<file path="src/design/cfv_pkg.sv">
// ----------------------------------------------------------------------------
// cfv_pkg
// types and constants shared by the collector frame verifier
// ----------------------------------------------------------------------------
package cfv_pkg;

  localparam int unsigned CountWidth   = 17;
  localparam int unsigned IdWidth      = 40;
  localparam int unsigned AddrWidth    = 3;
  localparam int unsigned DataWidth    = 32;

  localparam logic [CountWidth-1:0] CountMax = {CountWidth{1'b1}};
  localparam logic [CountWidth-1:0] MinFrame = 17'd12;
  localparam logic [CountWidth-1:0] IdFirst  = 17'd5;
  localparam logic [CountWidth-1:0] IdLast   = 17'd9;

  // register indexes, decoded from paddr[2]
  localparam logic RegLengthPosition = 1'b0;
  localparam logic RegOverheadBytes  = 1'b1;

  localparam logic [3:0] LengthPositionReset = 4'd10;
  localparam logic [7:0] OverheadBytesReset  = 8'd14;

  typedef struct packed {
    logic [7:0] data_byte;
    logic       last_byte;
  } in_t;

  typedef struct packed {
    logic               frame_ok;
    logic               checksum_ok;
    logic               length_ok;
    logic               too_short;
    logic [IdWidth-1:0] meter_id;
  } out_t;

endpackage

</file>
<file path="src/design/collector_frame_verifier.sv">
// ----------------------------------------------------------------------------
// collector_frame_verifier
// per-byte frame checker: additive checksum, length field, meter id
// ----------------------------------------------------------------------------
// Frame bytes enter on the byte channel, one beat per cycle, with last_byte
// set on the final beat. Each other beat updates the running sum, previous
// byte, saturating byte count and captured length and id bytes; the final
// beat clears them and loads the result register, giving one result beat in
// the cycle after; other beats give none. A beat is taken every cycle except
// when a final beat comes while an earlier result is held and not taken.
// The user must write configuration (length_position, overhead_bytes) over
// APB addresses 0 and 4 only while the block is idle; this is not enforced.
module collector_frame_verifier (
  input  logic                             clk,
  input  logic                             rst,
  input  logic                             byte_valid,
  output logic                             byte_ready,
  input  cfv_pkg::in_t                     byte_data,
  output logic                             result_valid,
  input  logic                             result_ready,
  output cfv_pkg::out_t                    result_data,
  input  logic                             psel,
  input  logic                             penable,
  input  logic                             pwrite,
  input  logic [cfv_pkg::AddrWidth-1:0]    paddr,
  input  logic [cfv_pkg::DataWidth-1:0]    pwdata,
  output logic [cfv_pkg::DataWidth-1:0]    prdata,
  output logic                             pready
);

  logic [3:0] length_position;
  logic [7:0] overhead_bytes;

  logic [7:0]                     running_sum;
  logic [7:0]                     previous_byte;
  logic [cfv_pkg::CountWidth-1:0] byte_count;
  logic [7:0]                     length_low;
  logic [7:0]                     length_high;
  logic [cfv_pkg::IdWidth-1:0]    id_bytes;

  logic [7:0]                     length_low_next;
  logic [7:0]                     length_high_next;
  logic [cfv_pkg::IdWidth-1:0]    id_bytes_next;
  logic [cfv_pkg::CountWidth-1:0] size;
  logic [cfv_pkg::CountWidth-1:0] pos_low;
  logic [cfv_pkg::CountWidth-1:0] len_field;
  logic [cfv_pkg::CountWidth-1:0] size_diff;
  logic [2:0]                     id_slot;
  logic                           short_frame;
  logic                           cs_ok;
  logic                           len_ok;
  logic                           accept;
  logic                           cfg_write;
  cfv_pkg::out_t                  result_next;

  assign pready    = 1'b1;
  assign cfg_write = psel && penable && pwrite;

  always_comb begin
    unique case (paddr[2])
      cfv_pkg::RegLengthPosition: prdata = {28'd0, length_position};
      cfv_pkg::RegOverheadBytes:  prdata = {24'd0, overhead_bytes};
      default:                    prdata = '0;
    endcase
  end

  always_ff @(posedge clk) begin
    if (rst) begin
      length_position <= cfv_pkg::LengthPositionReset;
      overhead_bytes  <= cfv_pkg::OverheadBytesReset;
    end else if (cfg_write) begin
      unique case (paddr[2])
        cfv_pkg::RegLengthPosition: length_position <= pwdata[3:0];
        cfv_pkg::RegOverheadBytes:  overhead_bytes  <= pwdata[7:0];
        default: ;
      endcase
    end
  end

  // a non-final beat never needs the result register
  assign byte_ready = !result_valid || result_ready || !byte_data.last_byte;
  assign accept     = byte_valid && byte_ready;

  // captures include the current beat
  always_comb begin
    pos_low          = {13'd0, length_position};
    length_low_next  = (byte_count == pos_low) ? byte_data.data_byte : length_low;
    length_high_next = (byte_count == pos_low + 17'd1) ? byte_data.data_byte : length_high;
    id_slot          = 3'(byte_count - cfv_pkg::IdFirst);
    id_bytes_next    = id_bytes;
    if (byte_count >= cfv_pkg::IdFirst && byte_count <= cfv_pkg::IdLast) begin
      id_bytes_next[8*id_slot +: 8] = byte_data.data_byte;
    end

    size        = (byte_count < cfv_pkg::CountMax) ? byte_count + 17'd1 : cfv_pkg::CountMax;
    short_frame = size < cfv_pkg::MinFrame;
    cs_ok       = !short_frame && (8'(running_sum - previous_byte) == previous_byte);
    len_field   = {1'b0, length_high_next, length_low_next};
    size_diff   = size - {9'd0, overhead_bytes};
    len_ok      = !short_frame && (size >= {9'd0, overhead_bytes}) && (len_field == size_diff);

    result_next.frame_ok    = cs_ok && len_ok && !short_frame;
    result_next.checksum_ok = cs_ok;
    result_next.length_ok   = len_ok;
    result_next.too_short   = short_frame;
    result_next.meter_id    = id_bytes_next;
  end

  always_ff @(posedge clk) begin
    if (rst) begin
      running_sum   <= '0;
      previous_byte <= '0;
      byte_count    <= '0;
      length_low    <= '0;
      length_high   <= '0;
      id_bytes      <= '0;
    end else if (accept) begin
      if (byte_data.last_byte) begin
        running_sum   <= '0;
        previous_byte <= '0;
        byte_count    <= '0;
        length_low    <= '0;
        length_high   <= '0;
        id_bytes      <= '0;
      end else begin
        running_sum   <= running_sum + byte_data.data_byte;
        previous_byte <= byte_data.data_byte;
        if (byte_count < cfv_pkg::CountMax) begin
          byte_count <= byte_count + 17'd1;
        end
        length_low  <= length_low_next;
        length_high <= length_high_next;
        id_bytes    <= id_bytes_next;
      end
    end
  end

  always_ff @(posedge clk) begin
    if (rst) begin
      result_valid <= 1'b0;
    end else if (accept && byte_data.last_byte) begin
      result_valid <= 1'b1;
    end else if (result_ready) begin
      result_valid <= 1'b0;
    end
  end

  always_ff @(posedge clk) begin
    if (accept && byte_data.last_byte) begin
      result_data <= result_next;
    end
  end

endmodule
</file>
<file path="config.mk">
export PLATFORM = sky130hd
export DESIGN_NAME = collector_frame_verifier
export DESIGN_NICKNAME = d
export VERILOG_FILES = /design/src/design/cfv_pkg.sv /design/src/design/collector_frame_verifier.sv
export SDC_FILE = /design/constraint.sdc
export NUM_CORES = 1
export LEC_CHECK = 0
export BUFFER_PORTS_ARGS = -buffer_cell sky130_fd_sc_hd__buf_2
export CORE_MARGIN = 2
export CORE_UTILIZATION = 55
export DETAILED_ROUTE_END_ITERATION = 6
export HOLD_SLACK_MARGIN = 0.15
export MAX_ROUTING_LAYER = met4
export PLACE_DENSITY = 0.78
export RECOVER_POWER = 25
export SETUP_SLACK_MARGIN = 0.2
export SLEW_MARGIN = 20
export SYNTH_ARGS = -nofsm -noshare
export SYNTH_HDL_FRONTEND = slang
export SYNTH_SLANG_ARGS = --single-unit
</file>
<file path="constraint.sdc">
create_clock -name clk -period 4.44 [get_ports clk]
set_input_delay 1.332 -clock clk [delete_from_list [all_inputs] [get_ports clk]]
set_output_delay 1.332 -clock clk [all_outputs]
set_load 0.005 [all_outputs]
</file>
==> results by group <==
Run status
  – Outcome: completed

Clock network
  – TritonCTS Buffers: 17
  – Cts-stage hold buffer count: 0
  – Clock transition at path regs: 0.07 ns
  – Max clock buf depth: 2
  – Clock Latency Late Sink: 0.44 ns
  – H-tree Lvls: 4
  – CTS root buf: clkbuf_16
  – Clk sinks: 145
  – CTS tree: yes

Route
  – WL final: 20.2 mm
  – Routed wire per std cell: 17.3 um
  – Initial DRC Count: 679
  – Vias: 6967
  – Remaining DRCs: 0
  – Number of iterations in the first detailed-routing pass: 5
  – DRT antenna net count: 0
  – Vias per inst: 5.99

Floorplan
  – Die X: 128 um
  – Full die area: 16300 um2
  – Io pins: 130
  – Die height: 128 um
  – # rows: 45
  – Initial Utilization: 55.9%
  – Placeable core area: 15100 um2

Global routing
  – Grt total ovfl: 0
  – Largest net degree at the start of global routing: 74
  – First-pass GRT wire length: 32.8 mm
  – GRT Total Usage: 26.0%
  – Initial antenna violation count: 0
  – Vias in the first global route: 6544

Setup path
  – Worst flop-to-flop path startpoint: byte_count[1]
  – Class of the most critical setup path: flip-flop to flip-flop
  – CP arrival: 4.16 ns
  – CP startpoint: byte_count[1]
  – Crit path max fanout: 14
  – CP Launch Type: flip-flop
  – WP data required: 4.61 ns
  – Crit end category: flip-flop

Layout
  – Share of cells above drive strength 1: 17.6%
  – Number of diodes: 0
  – Design area: 9520 um2
  – Net count reported at finish: 1047
  – Area grow syn2layout: 13.0%

Power
  – PD cells: 334 nW/um2
  – Peak VDD IR: 0.357 mV
  – Lkg Pwr: 0.00376 uW

Timing
  – Tcrit/Tclk final: 89.9%
  – Pins Over Slew Limit: 0
  – Fin. Hold Viols: 0
  – Relative slew slack: 15.3%
  – Actual transition at the worst max-transition pin: 1.27 ns
  – Final setup fails: 0
  – Final clock skew: 0.00861 ns
  – RSZ-0062 raised after global routing: false
  – Fin crit period: 3.99 ns
  – Peak Freq: 0.251 GHz
  – Setup TNS Final: 0 ns

Synthesis
  – Leading area contributor after synthesis: dfxtp_1
  – Yosys top cell area share: 24.0%
  – Synth top cells by count: nor2_1, dfxtp_1, nand2_1
  – Post-synth EDFFs: 44
  – Post-synth cell types: 82
  – Synthesized area: 8430 um2
  – Yosys warnings: 0
  – Sequential element share of the synthesized area: 39.7%
  – Top area cells in the synthesized netlist: dfxtp_1, edfxtp_1, nor2_1, xnor2_1, ha_1
  – Most frequent cell after synthesis: nor2_1
  – Post-synthesis cell count: 897
  – Ys flop type: dfxtp_1
  – #FFs+latches synth: 145
  – Mean post-synth cell area: 9.40 um2
  – Share of flip-flops with an asynchronous set or reset: 0%

Placement
  – DPL Wire Length: 13.7 mm
  – Cell area after placement: 8900 um2
  – GPL Wtd Cong: 0.924
  – PortBufs: 78

Worst hold path
  – Hold Crit Start: running_sum[0]
  – Hold/Removal Path Class: flip-flop to flip-flop

Job
  – MaxCap Viol Count: 0
-- worst paths after layout --
check                     to  slack [ns]  cells past startpoint
max          result_data[41]        0.45                     15
min           running_sum[0]        0.47                      2
max reg2reg  result_data[41]        0.45                     15
min reg2reg   running_sum[0]        0.47                      2
-- through the flow --
step           total power [uW]  hold slack, ns  setup WS, ns  instances  utilization (%)
6_report                   3180           0.473         0.449       1163             63.1
5_1_grt                    3280           0.498         0.230       1163             63.1
4_1_cts                    3190           0.476         0.205       1162             63.1
3_5_place_dp               1710           0.466         0.273       1130             59.0
3_3_place_gp               1710           0.445         0.282       1130             59.0
2_1_floorplan              1640           0.436         0.587        920                -
-- sequential cells by signal (all words and copies together) (netlist names) --
register and count:
result_data 44, id_bytes 40, byte_count 17, length_high 8, length_low 8, overhead_bytes 8
running_sum 8, previous_byte 7, length_position 4, result_valid 1
-- cell type report --
class	count	area [um2]
fill	1278	5570
sequential	145	3350
inverter	30	113
clock inverter	13	156
multi-input combinational	659	4620
tap	188	235
clock buffer	19	464
timing repair buffer	109	592
-- metal layers --
metal | track usage (%) | part of all wire [%]
met1 | 33.4 | 44
met3 | 5.80 | 5.7
met4 | 8.73 | 2.1
met5 | - | 0
met2 | 41.1 | 48
-- placed cells by master (no fill, tap or decap), types with 18 or more instances in the layout --
cell       synthesis  layout
a21oi_1           42      40
a22o_1            24      24
a22oi_1           49      49
buf_2              9      50
buf_4             29      32
clkbuf_1          39      26
clkbuf_16          0      18
conb_1             2      25
dfxtp_1          101      99
edfxtp_1          44      44
ha_1              31      29
inv_1             30      30
mux2_2            22      22
mux2i_1           19      19
nand2_1           56      56
nor2_1           110     109
xnor2_1           46      46
-- critical path, stage by stage (launching register included) --
cell	delay (ns)
dfxtp_1	0.37
buf_4	0.25
inv_1	0.13
ha_2	0.35
nand2b_1	0.23
fa_1	0.47
a21oi_2	0.19
o22ai_1	0.12
buf_4	0.15
o41ai_1	0.43
nand3_1	0.25
xnor2_1	0.21
nor4_1	0.06
o311ai_1	0.27
buf_4	0.19
nor3_1	0.05
-- where the power goes --
part	internal (uW)	leakage (uW)	switching [uW]
sequential	1390	0.00123	14.7
clock	853	0.000304	641
combinational	106	0.00223	181
-- timing repair --
| item | in CTS | in global routing |
|---|---|---|
| gates resized for setup | 0 | 10 |
| setup endpoints to repair | 0 | 2 |
| endpoints found under the hold margin | 0 | 0 |
| setup buffers | 0 | 1 |
-- kinds of logic after synthesis --
| group | share of synthesized area (%) |
|---|---|
| AOI/OAI and AO/OA | 17.3 |
| xor gates and xnor gates | 6.90 |
| adders and majority gates | 5.31 |
| buffers and inverters | 7.04 |
| DFF | 39.7 |
| muxes | 5.20 |
| other | 0.0891 |
| and+or+nand+nor | 18.5 |
(Power assumes the default switching activity.)
